File: config.mk
export PLATFORM = sky130hd
export DESIGN_NAME = point_group_symbol_parser
export DESIGN_NICKNAME = d
export VERILOG_FILES = /design/src/sv/psp_pkg.sv /design/src/sv/point_group_symbol_parser.sv /design/src/sv/psp_in_reg.sv /design/src/sv/psp_scan.sv /design/src/sv/psp_finish.sv
export SDC_FILE = /design/constraint.sdc
export NUM_CORES = 1
export LEC_CHECK = 0
export BUFFER_PORTS_ARGS = -buffer_cell sky130_fd_sc_hd__clkbuf_2
export CORE_MARGIN = 4
export CORE_UTILIZATION = 50
export DETAILED_ROUTE_END_ITERATION = 12
export PLACE_DENSITY = 0.67
export SYNTH_ARGS = -nofsm -noshare
export SYNTH_HDL_FRONTEND = slang
export SYNTH_SLANG_ARGS = --single-unit
File: constraint.sdc
create_clock -name clk -period 16.5 [get_ports clk]
set_clock_uncertainty 0.15 [all_clocks]
set_input_delay 3.3 -clock clk [delete_from_list [all_inputs] [get_ports clk]]
set_output_delay 3.3 -clock clk [all_outputs]
set_load 0.005 [all_outputs]
File: src/sv/psp_pkg.sv
`timescale 1ns / 1ps

package psp_pkg;

    // Width of the axis-order accumulator; orders above 2**AXIS_BITS-1 are rejected
    localparam int AXIS_BITS = 8;
    localparam logic [AXIS_BITS-1:0] AXIS_MAX = {AXIS_BITS{1'b1}};

    // Accumulator candidate width: holds accum*10 + 9
    localparam int ACC_W = AXIS_BITS + 4;

    localparam int CH_W    = 8;
    localparam int KIND_W  = 5;
    localparam int GORD_W  = 10;
    localparam int AXIS_W  = 8;
    localparam int IRREP_W = 9;
    localparam int POS_W   = 3;

    // Width for order and irrep arithmetic: holds 4*n and the fixed group orders
    localparam int CALC_W = (AXIS_BITS + 2 > GORD_W) ? AXIS_BITS + 2 : GORD_W;

    localparam logic [POS_W-1:0] POS_MAX = {POS_W{1'b1}};

    typedef struct packed {
        logic [CH_W-1:0] ch;
        logic            last;
    } sym_t;

    typedef struct packed {
        logic               valid_res;
        logic [KIND_W-1:0]  group_kind;
        logic [GORD_W-1:0]  group_order;
        logic [AXIS_W-1:0]  axis_order;
        logic [IRREP_W-1:0] irrep_count;
    } res_t;

    typedef enum logic [2:0] {
        LEAD_NONE  = 3'd0,
        LEAD_C     = 3'd1,
        LEAD_D     = 3'd2,
        LEAD_S     = 3'd3,
        LEAD_T     = 3'd4,
        LEAD_O     = 3'd5,
        LEAD_I     = 3'd6,
        LEAD_OTHER = 3'd7
    } lead_t;

    typedef enum logic [2:0] {
        SUF_NONE  = 3'd0,
        SUF_V     = 3'd1,
        SUF_H     = 3'd2,
        SUF_D     = 3'd3,
        SUF_I     = 3'd4,
        SUF_S     = 3'd5,
        SUF_OTHER = 3'd6
    } suffix_t;

    typedef enum logic [KIND_W-1:0] {
        KIND_C1  = 5'd0,
        KIND_CI  = 5'd1,
        KIND_CS  = 5'd2,
        KIND_CN  = 5'd3,
        KIND_CNV = 5'd4,
        KIND_CNH = 5'd5,
        KIND_DN  = 5'd6,
        KIND_DND = 5'd7,
        KIND_DNH = 5'd8,
        KIND_SN  = 5'd9,
        KIND_T   = 5'd10,
        KIND_TD  = 5'd11,
        KIND_TH  = 5'd12,
        KIND_O   = 5'd13,
        KIND_OH  = 5'd14,
        KIND_I   = 5'd15,
        KIND_IH  = 5'd16
    } kind_t;

    // Parser state carried between characters of one symbol
    typedef struct packed {
        logic [POS_W-1:0]     position;
        lead_t                lead;
        logic [AXIS_BITS-1:0] axis_accum;
        logic                 axis_overflow;
        logic                 digit_seen;
        suffix_t              suffix;
        logic                 syntax_error;
    } scan_t;

    localparam scan_t SCAN_RESET = '{
        position:      '0,
        lead:          LEAD_NONE,
        axis_accum:    '0,
        axis_overflow: 1'b0,
        digit_seen:    1'b0,
        suffix:        SUF_NONE,
        syntax_error:  1'b0
    };

    // Fold A..Z to lower case, leave other bytes alone
    function automatic logic [CH_W-1:0] fold_case(input logic [CH_W-1:0] c);
        logic [CH_W-1:0] r;
        r = c;
        if (c >= "A" && c <= "Z")
        begin
            r = c + 8'd32;
        end
        return r;
    endfunction

    function automatic lead_t lead_code(input logic [CH_W-1:0] c);
        lead_t r;
        unique case (c)
            "c":     r = LEAD_C;
            "d":     r = LEAD_D;
            "s":     r = LEAD_S;
            "t":     r = LEAD_T;
            "o":     r = LEAD_O;
            "i":     r = LEAD_I;
            default: r = LEAD_OTHER;
        endcase
        return r;
    endfunction

    function automatic suffix_t suffix_code(input logic [CH_W-1:0] c);
        suffix_t r;
        unique case (c)
            "v":     r = SUF_V;
            "h":     r = SUF_H;
            "d":     r = SUF_D;
            "i":     r = SUF_I;
            "s":     r = SUF_S;
            default: r = SUF_OTHER;
        endcase
        return r;
    endfunction

endpackage

File: src/sv/point_group_symbol_parser.sv
`timescale 1ns / 1ps

// Schoenflies point-group symbol parser. Feed the symbol one character per
// request on sym (either case), with last set on its final character; one
// result per symbol appears on res, describing the group (valid flag, kind,
// order, principal axis order, irrep count), or all zeros if the symbol is
// not a known group. One character is accepted every cycle unless a final
// character is stalled: each character passes through an input register
// and then updates the parser state, and the result register is loaded,
// raising res_valid, as the final character leaves the input register.
// Only the final character of a symbol waits on a result still held in the
// output register; other characters keep flowing.
module point_group_symbol_parser (
    input  logic          clk,
    input  logic          rst_n,
    input  logic          sym_valid,
    output logic          sym_ready,
    input  psp_pkg::sym_t sym,
    output logic          res_valid,
    input  logic          res_ready,
    output psp_pkg::res_t res
);

    logic           held_valid;
    psp_pkg::sym_t  held;
    logic           advance;
    psp_pkg::scan_t scan_next;
    psp_pkg::res_t  res_comb;
    logic           res_valid_reg;
    psp_pkg::res_t  res_reg;

    // Final character moves only when the result slot is free
    assign advance = held_valid && (!held.last || !res_valid_reg || res_ready);

    psp_in_reg u_in_reg (
        .clk        (clk),
        .rst_n      (rst_n),
        .sym_valid  (sym_valid),
        .sym_ready  (sym_ready),
        .sym        (sym),
        .advance    (advance),
        .held_valid (held_valid),
        .held       (held)
    );

    psp_scan u_scan (
        .clk       (clk),
        .rst_n     (rst_n),
        .advance   (advance),
        .held      (held),
        .scan_next (scan_next)
    );

    psp_finish u_finish (
        .st  (scan_next),
        .res (res_comb)
    );

    // Hold the result until taken
    always_ff @(posedge clk or negedge rst_n)
    begin
        if (!rst_n)
        begin
            res_valid_reg <= 1'b0;
        end
        else if (advance && held.last)
        begin
            res_valid_reg <= 1'b1;
        end
        else if (res_ready)
        begin
            res_valid_reg <= 1'b0;
        end
    end

    always_ff @(posedge clk)
    begin
        if (advance && held.last)
        begin
            res_reg <= res_comb;
        end
    end

    assign res_valid = res_valid_reg;
    assign res       = res_reg;

endmodule

File: src/sv/psp_in_reg.sv
`timescale 1ns / 1ps

module psp_in_reg (
    input  logic          clk,
    input  logic          rst_n,
    input  logic          sym_valid,
    output logic          sym_ready,
    input  psp_pkg::sym_t sym,
    input  logic          advance,
    output logic          held_valid,
    output psp_pkg::sym_t held
);

    logic          held_valid_reg;
    psp_pkg::sym_t held_reg;

    // Take a new request whenever the slot is empty or drains this cycle
    assign sym_ready = !held_valid_reg || advance;

    always_ff @(posedge clk or negedge rst_n)
    begin
        if (!rst_n)
        begin
            held_valid_reg <= 1'b0;
        end
        else if (sym_ready)
        begin
            held_valid_reg <= sym_valid;
        end
    end

    // Hold the character already folded to lower case
    always_ff @(posedge clk)
    begin
        if (sym_valid && sym_ready)
        begin
            held_reg.ch   <= psp_pkg::fold_case(sym.ch);
            held_reg.last <= sym.last;
        end
    end

    assign held_valid = held_valid_reg;
    assign held       = held_reg;

endmodule

File: src/sv/psp_scan.sv
`timescale 1ns / 1ps

module psp_scan (
    input  logic                    clk,
    input  logic                    rst_n,
    input  logic                    advance,
    input  psp_pkg::sym_t           held,
    output psp_pkg::scan_t          scan_next
);

    psp_pkg::scan_t                 st_reg;
    psp_pkg::scan_t                 st_next;
    logic                           is_digit;
    logic [psp_pkg::ACC_W-1:0]      acc_wide;
    logic [psp_pkg::ACC_W-1:0]      cand;

    assign is_digit = (held.ch >= "0") && (held.ch <= "9");
    assign acc_wide = psp_pkg::ACC_W'(st_reg.axis_accum);
    // accum * 10 + digit
    assign cand = (acc_wide << 3) + (acc_wide << 1)
                + psp_pkg::ACC_W'(held.ch - "0");

    // Fold one character into the parser state
    always_comb
    begin
        st_next = st_reg;
        if (st_reg.position == '0)
        begin
            st_next.lead = psp_pkg::lead_code(held.ch);
            if (st_next.lead == psp_pkg::LEAD_OTHER)
            begin
                st_next.syntax_error = 1'b1;
            end
        end
        else
        begin
            unique case (st_reg.lead) inside
                psp_pkg::LEAD_C, psp_pkg::LEAD_D, psp_pkg::LEAD_S:
                begin
                    if (st_reg.suffix == psp_pkg::SUF_NONE)
                    begin
                        if (is_digit)
                        begin
                            if (!st_reg.axis_overflow)
                            begin
                                if (cand > psp_pkg::ACC_W'(psp_pkg::AXIS_MAX))
                                begin
                                    st_next.axis_overflow = 1'b1;
                                end
                                else
                                begin
                                    st_next.axis_accum = cand[psp_pkg::AXIS_BITS-1:0];
                                end
                            end
                            st_next.digit_seen = 1'b1;
                        end
                        else
                        begin
                            st_next.suffix = psp_pkg::suffix_code(held.ch);
                        end
                    end
                end
                psp_pkg::LEAD_T, psp_pkg::LEAD_O, psp_pkg::LEAD_I:
                begin
                    if (st_reg.position == psp_pkg::POS_W'(1))
                    begin
                        st_next.suffix = psp_pkg::suffix_code(held.ch);
                    end
                end
                default:
                begin
                    st_next = st_reg;
                end
            endcase
        end
        if (st_reg.position != psp_pkg::POS_MAX)
        begin
            st_next.position = st_reg.position + psp_pkg::POS_W'(1);
        end
    end

    // Advance per character; drop back to reset after the final one
    always_ff @(posedge clk or negedge rst_n)
    begin
        if (!rst_n)
        begin
            st_reg <= psp_pkg::SCAN_RESET;
        end
        else if (advance)
        begin
            st_reg <= held.last ? psp_pkg::SCAN_RESET : st_next;
        end
    end

    assign scan_next = st_next;

endmodule

File: src/sv/psp_finish.sv
`timescale 1ns / 1ps

module psp_finish (
    input  psp_pkg::scan_t st,
    output psp_pkg::res_t  res
);

    logic [psp_pkg::CALC_W-1:0] n;
    logic                       axis_ok;
    logic [psp_pkg::CALC_W-1:0] nab;
    logic [psp_pkg::CALC_W-1:0] ne;
    logic                       ok;
    psp_pkg::kind_t             kind;
    logic [psp_pkg::CALC_W-1:0] g;
    logic [psp_pkg::CALC_W-1:0] ax;
    logic [psp_pkg::CALC_W-1:0] nir;
    logic                       exact2;

    assign n       = psp_pkg::CALC_W'(st.axis_accum);
    assign axis_ok = st.digit_seen && !st.axis_overflow && (st.axis_accum != '0);
    assign nab     = n[0] ? psp_pkg::CALC_W'(1) : psp_pkg::CALC_W'(2);
    assign ne      = !axis_ok ? '0 :
                     n[0] ? (n >> 1) : ((n >> 1) - psp_pkg::CALC_W'(1));
    assign exact2  = (st.position == psp_pkg::POS_W'(2));

    // Classify the symbol and work out order and irrep count
    always_comb
    begin
        ok   = 1'b0;
        kind = psp_pkg::KIND_C1;
        g    = '0;
        ax   = '0;
        nir  = '0;
        if (!st.syntax_error)
        begin
            unique case (st.lead)
                psp_pkg::LEAD_C:
                begin
                    if (exact2 && st.suffix == psp_pkg::SUF_I)
                    begin
                        ok = 1'b1; kind = psp_pkg::KIND_CI;
                        g = psp_pkg::CALC_W'(2); ax = psp_pkg::CALC_W'(2);
                        nir = psp_pkg::CALC_W'(2);
                    end
                    else if (exact2 && st.suffix == psp_pkg::SUF_S)
                    begin
                        ok = 1'b1; kind = psp_pkg::KIND_CS;
                        g = psp_pkg::CALC_W'(2); ax = '0;
                        nir = psp_pkg::CALC_W'(2);
                    end
                    else if (exact2 && axis_ok && n == psp_pkg::CALC_W'(1)
                             && st.suffix == psp_pkg::SUF_NONE)
                    begin
                        ok = 1'b1; kind = psp_pkg::KIND_C1;
                        g = psp_pkg::CALC_W'(1); ax = psp_pkg::CALC_W'(1);
                        nir = psp_pkg::CALC_W'(1);
                    end
                    else if (axis_ok && st.suffix == psp_pkg::SUF_NONE)
                    begin
                        ok = 1'b1; kind = psp_pkg::KIND_CN;
                        g = n; ax = n; nir = nab + ne;
                    end
                    else if (axis_ok && st.suffix == psp_pkg::SUF_V)
                    begin
                        ok = 1'b1; kind = psp_pkg::KIND_CNV;
                        g = n << 1; ax = n; nir = (nab << 1) + ne;
                    end
                    else if (axis_ok && st.suffix == psp_pkg::SUF_H)
                    begin
                        ok = 1'b1; kind = psp_pkg::KIND_CNH;
                        g = n << 1; ax = n; nir = (nab + ne) << 1;
                    end
                end
                psp_pkg::LEAD_D:
                begin
                    if (axis_ok && st.suffix == psp_pkg::SUF_NONE)
                    begin
                        ok = 1'b1; kind = psp_pkg::KIND_DN;
                        g = n << 1; ax = n; nir = (nab << 1) + ne;
                    end
                    else if (axis_ok && st.suffix == psp_pkg::SUF_D)
                    begin
                        ok = 1'b1; kind = psp_pkg::KIND_DND;
                        g = n << 2; ax = n; nir = n + psp_pkg::CALC_W'(3);
                    end
                    else if (axis_ok && st.suffix == psp_pkg::SUF_H)
                    begin
                        ok = 1'b1; kind = psp_pkg::KIND_DNH;
                        g = n << 2; ax = n; nir = (nab << 2) + (ne << 1);
                    end
                end
                psp_pkg::LEAD_S:
                begin
                    if (axis_ok && !n[0])
                    begin
                        ok = 1'b1; kind = psp_pkg::KIND_SN;
                        g = n; ax = n; nir = (n >> 1) + psp_pkg::CALC_W'(1);
                    end
                end
                psp_pkg::LEAD_T:
                begin
                    ax = psp_pkg::CALC_W'(1);
                    if (st.suffix == psp_pkg::SUF_NONE)
                    begin
                        ok = 1'b1; kind = psp_pkg::KIND_T;
                        g = psp_pkg::CALC_W'(12); nir = psp_pkg::CALC_W'(3);
                    end
                    else if (st.suffix == psp_pkg::SUF_D)
                    begin
                        ok = 1'b1; kind = psp_pkg::KIND_TD;
                        g = psp_pkg::CALC_W'(24); nir = psp_pkg::CALC_W'(5);
                    end
                    else if (st.suffix == psp_pkg::SUF_H)
                    begin
                        ok = 1'b1; kind = psp_pkg::KIND_TH;
                        g = psp_pkg::CALC_W'(24); nir = psp_pkg::CALC_W'(6);
                    end
                end
                psp_pkg::LEAD_O:
                begin
                    ax = psp_pkg::CALC_W'(1);
                    if (st.suffix == psp_pkg::SUF_NONE)
                    begin
                        ok = 1'b1; kind = psp_pkg::KIND_O;
                        g = psp_pkg::CALC_W'(24); nir = psp_pkg::CALC_W'(5);
                    end
                    else if (st.suffix == psp_pkg::SUF_H)
                    begin
                        ok = 1'b1; kind = psp_pkg::KIND_OH;
                        g = psp_pkg::CALC_W'(48); nir = psp_pkg::CALC_W'(10);
                    end
                end
                psp_pkg::LEAD_I:
                begin
                    ax = psp_pkg::CALC_W'(1);
                    if (st.suffix == psp_pkg::SUF_NONE)
                    begin
                        ok = 1'b1; kind = psp_pkg::KIND_I;
                        g = psp_pkg::CALC_W'(60); nir = psp_pkg::CALC_W'(5);
                    end
                    else if (st.suffix == psp_pkg::SUF_H)
                    begin
                        ok = 1'b1; kind = psp_pkg::KIND_IH;
                        g = psp_pkg::CALC_W'(120); nir = psp_pkg::CALC_W'(10);
                    end
                end
                default:
                begin
                    ok = 1'b0;
                end
            endcase
        end
    end

    // Zero every field of an invalid result
    always_comb
    begin
        res.valid_res   = ok;
        res.group_kind  = ok ? kind : psp_pkg::KIND_C1;
        res.group_order = ok ? psp_pkg::GORD_W'(g) : '0;
        res.axis_order  = ok ? psp_pkg::AXIS_W'(ax) : '0;
        res.irrep_count = ok ? psp_pkg::IRREP_W'(nir) : '0;
    end

endmodule

==> results list <==
* Transition time of the tightest slew-check pin: 1.31 ns
- The repair_antennas step left the layout with diodes totalling 0.
* Hold Path Depth: 2
* Initial Utilization: roughly half
- Total negative slack: 0 ns
- Floorplan die area: between 10,000 and 15,000 µm²
* MaxCap Viol Count: 0
- Netlist Area Pre-Place: 6220 µm²
- Kind of end point of the critical path: flop
- The setup path with the least slack is of type reg -> reg.
- The worst register-to-register path has a depth of 22.
- In the final routed layout, each cell accounts on average for 20.1 µm.
* Die Y-Extent: 120 µm
- Summing over every cut layer, the via total after detailed routing is 6,258.
- Combinational cells account for a little over a third of the total power.
- Buffers placed on the I/O ports in this run total between 40 and 50.
* Final number of max-transition violations: 0
* Synth Register Bits: 64
- Clock tree from TritonCTS: yes
- In this run, synthesis inferred 42 flip-flops with an integrated enable.
* Upper clock frequency limit: ~0.14 GHz
- Data on the critical path arrives at its endpoint at about 7.3 ns.
- All-Layer GR Usage: a little over a quarter
- Wires add up to about 19,000 µm.
- Final period utilization: ~45%
- Sequential cells were found to cover 29.1% of the synthesized design area.
* X dimension of the die: 120 µm
- The internal portion of the total power is 0.000384 W.
- Inst Count DP: 944
- Total net switching power: between 0.0002 and 0.00025 W
- Number of I/O pins: 48
* CP max FO: 17
- For the worst setup path, the data required time is ~16 ns.
- The detail route stage leaves a number of antenna-violating nets equal to 0.
- Relative contribution of the clock network to total power: between 30% and 40%
* DPL Wire Length: between 10,000 and 15,000 µm
- Nets@finish: between 800 and 900
- Yosys printed 0 warnings.
- Share of post-route cells with drive strength above 1: 12.8%
- Leading register cell type out of synthesis: sky130_fd_sc_hd__edfxtp_1
* Type of the worst min-delay path: reg -> reg
- Post-CTS timing repair inserted 0 buffers for setup.
- Clock tree synthesis inserted a total of 9 buffers.
- Count of routing violations after the opening detailed-route iteration: 684
- Number of flip-flops in the largest register: 33
* Final count of negative-setup-slack endpoints: 0
* Core footprint: between 10,000 and 15,000 µm²
* Mapped Cells: roughly 760
* Cell area power density: 91.0 nW/µm²
* Cts hold-fix bufs: 0
- GP Congestion: 0.998
- Number of standard cells in the layout, taps in and fillers out: between 900 and 1,000
- CTS clock-pin slew for the worst setup and hold paths: approximately 0.060 ns
- Worst hold slack: 0.361 ns
* Type of element launching the critical path: flop
* Row cnt: 40
- The first TritonRoute pass finished after 6 iterations.
- Total grt overflow: 0
- Setup repair after global routing left no endpoint under its margin.
- Number of global-route vias before repair: just under 6,000
- Wire length of the first global-routing pass: just over 30,000 µm
* PnR Total Power: between 0.0006 and 0.0007 W
- The number of endpoints with negative hold slack in the final report was 0.
- The worst pin sits at a relative slew slack of approximately an eighth.
- The area growth from synthesis to layout is 10.1%.
* Final Core Density: a little under three fifths
- H-tree levels: 3
- Fraction of registers with async set/reset: roughly a third
- Entering global routing, the biggest net connects 37 pins.
- Registers are responsible for roughly 32% of the overall power.
- Avg Cell Area, Syn: 8.17 µm²
- Of the total power, the share spent switching nets is about two fifths.
- Clock Tree Buf Depth: 2
* Number of clock sinks: 64
* Post-synthesis net count: between 800 and 900
- Time the final worst path needs with I/O delays and setup: between 7 and 8 ns
- The number of antenna violations at the first check in global routing was 0.
- Number of different library cells in the post-synthesis netlist: a little over 90
- DR DRC count: 0
* Number of vias per cell after detailed routing: 6.52
- The worst-case IR drop observed on VDD is slightly below 0.06 mV.
- Static leakage: ~2.6 nW
- Clock root cell: sky130_fd_sc_hd__clkbuf_16
- At the later pin of the worst-skew pair, clock insertion delay measures between 0.3 and 0.4 ns.
* Resize count post-CTS: 0
- Run status: finished, final reports clean
cells in the mapped netlist, drive strengths merged, types with 4 or more instances:
cell type	n	area, µm²
xor2	12	105
xnor2	24	210
nor2	75	287
nand4	4	25.0
and2	6	37.5
a31oi	13	81.3
nand2	79	297
o211ai	11	87.6
mux2i	10	100
a21oi	60	304
o31ai	6	55.1
o22ai	22	138
a211oi	7	62.6
ha	26	325
o21ai	52	268
inv	38	143
buf	11	66.3
edfxtp	42	1260
a21o	6	45.0
or4	5	45.0
nand2b	13	83.8
o21bai	4	30.0
and3	5	36.3
a22o	4	35.0
o31a	4	35.0
nor3	24	136
o21a	7	52.6
nand3	26	130
dfrtp	22	551
clkbuf	28	105
nand3b	4	30.0
nor3b	8	60.1
fa	8	160
nor4b	7	76.3
nor4	6	37.5
a22oi	9	72.6
or3	9	61.3
nor2b	9	63.8
routing by layer:
layer  share of wire, %  vias up  global-route usage, %
met1                 43     2984                   36.3
met4                3.0        0                   10.5
met3                7.8       48                   5.14
li1                   -     2911                      -
met2                 46      315                   43.1
met5                  0        -                      0
cell usage in the layout (no fill, tap or decap), types with 4 or more instances in the layout:
master                      instances
sky130_fd_sc_hd__o31a_1             4
sky130_fd_sc_hd__nand4_1            4
sky130_fd_sc_hd__nor3_1            22
sky130_fd_sc_hd__dfrtp_1           22
sky130_fd_sc_hd__a31oi_1           13
sky130_fd_sc_hd__mux2i_1           10
sky130_fd_sc_hd__a22o_1             4
sky130_fd_sc_hd__xnor2_1           24
sky130_fd_sc_hd__clkbuf_16         11
sky130_fd_sc_hd__o31ai_1            4
sky130_fd_sc_hd__nor4b_1            6
sky130_fd_sc_hd__fa_1               8
sky130_fd_sc_hd__inv_1             36
sky130_fd_sc_hd__and2_1             6
sky130_fd_sc_hd__nor2b_1            8
sky130_fd_sc_hd__nand2_1           79
sky130_fd_sc_hd__nand3_1           26
sky130_fd_sc_hd__or3_1              8
sky130_fd_sc_hd__nor3b_1            8
sky130_fd_sc_hd__a211oi_1           5
sky130_fd_sc_hd__nand3b_1           4
sky130_fd_sc_hd__clkbuf_2          47
sky130_fd_sc_hd__a21o_1             6
sky130_fd_sc_hd__xor2_1            12
sky130_fd_sc_hd__nor2_1            73
sky130_fd_sc_hd__ha_1              26
sky130_fd_sc_hd__o21bai_1           4
sky130_fd_sc_hd__o211ai_1          10
sky130_fd_sc_hd__o21ai_0           47
sky130_fd_sc_hd__o22ai_1           22
sky130_fd_sc_hd__a21oi_1           59
sky130_fd_sc_hd__edfxtp_1          42
sky130_fd_sc_hd__and3_1             4
sky130_fd_sc_hd__nand2b_1          12
sky130_fd_sc_hd__a22oi_1            8
sky130_fd_sc_hd__nor4_1             6
sky130_fd_sc_hd__buf_4              6
sky130_fd_sc_hd__o21a_1             7
through the flow:
step	area, µm²	setup slack, ns
after floorplan	6220	9.55
after global placement	6540	9.33
after detailed placement	6540	9.26
after CTS	6850	9.21
after global routing	6850	8.69
final	6850	9.14
cells by family after synthesis:
kind of cell,synth area share [%]
simple gates,23.9
compound gates,26.8
buf+inv,5.11
flops,29.1
xor+xnor,5.07
fa+ha+maj,7.80
mux,2.15
area by class of cell:
type | instances | area [µm²]
Clock buffer | 13 | 293
Clock inverter | 3 | 18.8
Fill cell | 1137 | 5260
Inverter | 39 | 146
Multi-Input combinational cell | 620 | 4090
Sequential cell | 64 | 1810
Tap cell | 168 | 210
Timing Repair Buffer | 53 | 280
critical path: stages (launching register included):
cell and delay (ns):
sky130_fd_sc_hd__edfxtp_1 0.49, sky130_fd_sc_hd__ha_1 0.38, sky130_fd_sc_hd__nor3_1 0.49, sky130_fd_sc_hd__fa_1 0.53, sky130_fd_sc_hd__ha_1 0.38, sky130_fd_sc_hd__nand3_1 0.17, sky130_fd_sc_hd__a211oi_2 0.06, sky130_fd_sc_hd__or4_4 0.54
sky130_fd_sc_hd__a221o_2 0.45, sky130_fd_sc_hd__nor3_4 0.65, sky130_fd_sc_hd__mux2i_1 0.42, sky130_fd_sc_hd__nor2b_1 0.35, sky130_fd_sc_hd__ha_1 0.30, sky130_fd_sc_hd__a21o_1 0.25, sky130_fd_sc_hd__or3_1 0.33, sky130_fd_sc_hd__o211ai_1 0.08
sky130_fd_sc_hd__o21ai_0 0.12, sky130_fd_sc_hd__mux2i_1 0.13, sky130_fd_sc_hd__a311oi_1 0.10, sky130_fd_sc_hd__a222oi_1 0.40, sky130_fd_sc_hd__o22ai_1 0.12, sky130_fd_sc_hd__a21oi_1 0.14, sky130_fd_sc_hd__nor2_1 0.06
power by group through the flow:
stage	Sequential [W]	Clock, W	Combinational [W]
after floorplan	0.000197	0	0.000163
after global placement	0.000202	0	0.000215
after CTS	0.000200	0.000197	0.000220
final	0.000200	0.000195	0.000228
after global routing	0.000202	0.000206	0.000246
after detailed placement	0.000203	0	0.000219
worst paths after layout:
kind | start | end | slack (ns)
max | u_in_reg.held[5] | res[4] | 9.14
min | u_scan.st_reg[4] | u_scan.st_reg[4] | 0.36
max reg2reg | u_in_reg.held[5] | res[4] | 9.14
min reg2reg | u_scan.st_reg[4] | u_scan.st_reg[4] | 0.36
max in group asynchronous | rst_n | u_scan.st_reg[18] | 12.95
min in group asynchronous | rst_n | u_scan.acc_wide[7] | 2.82
(Power assumes the default switching activity.)
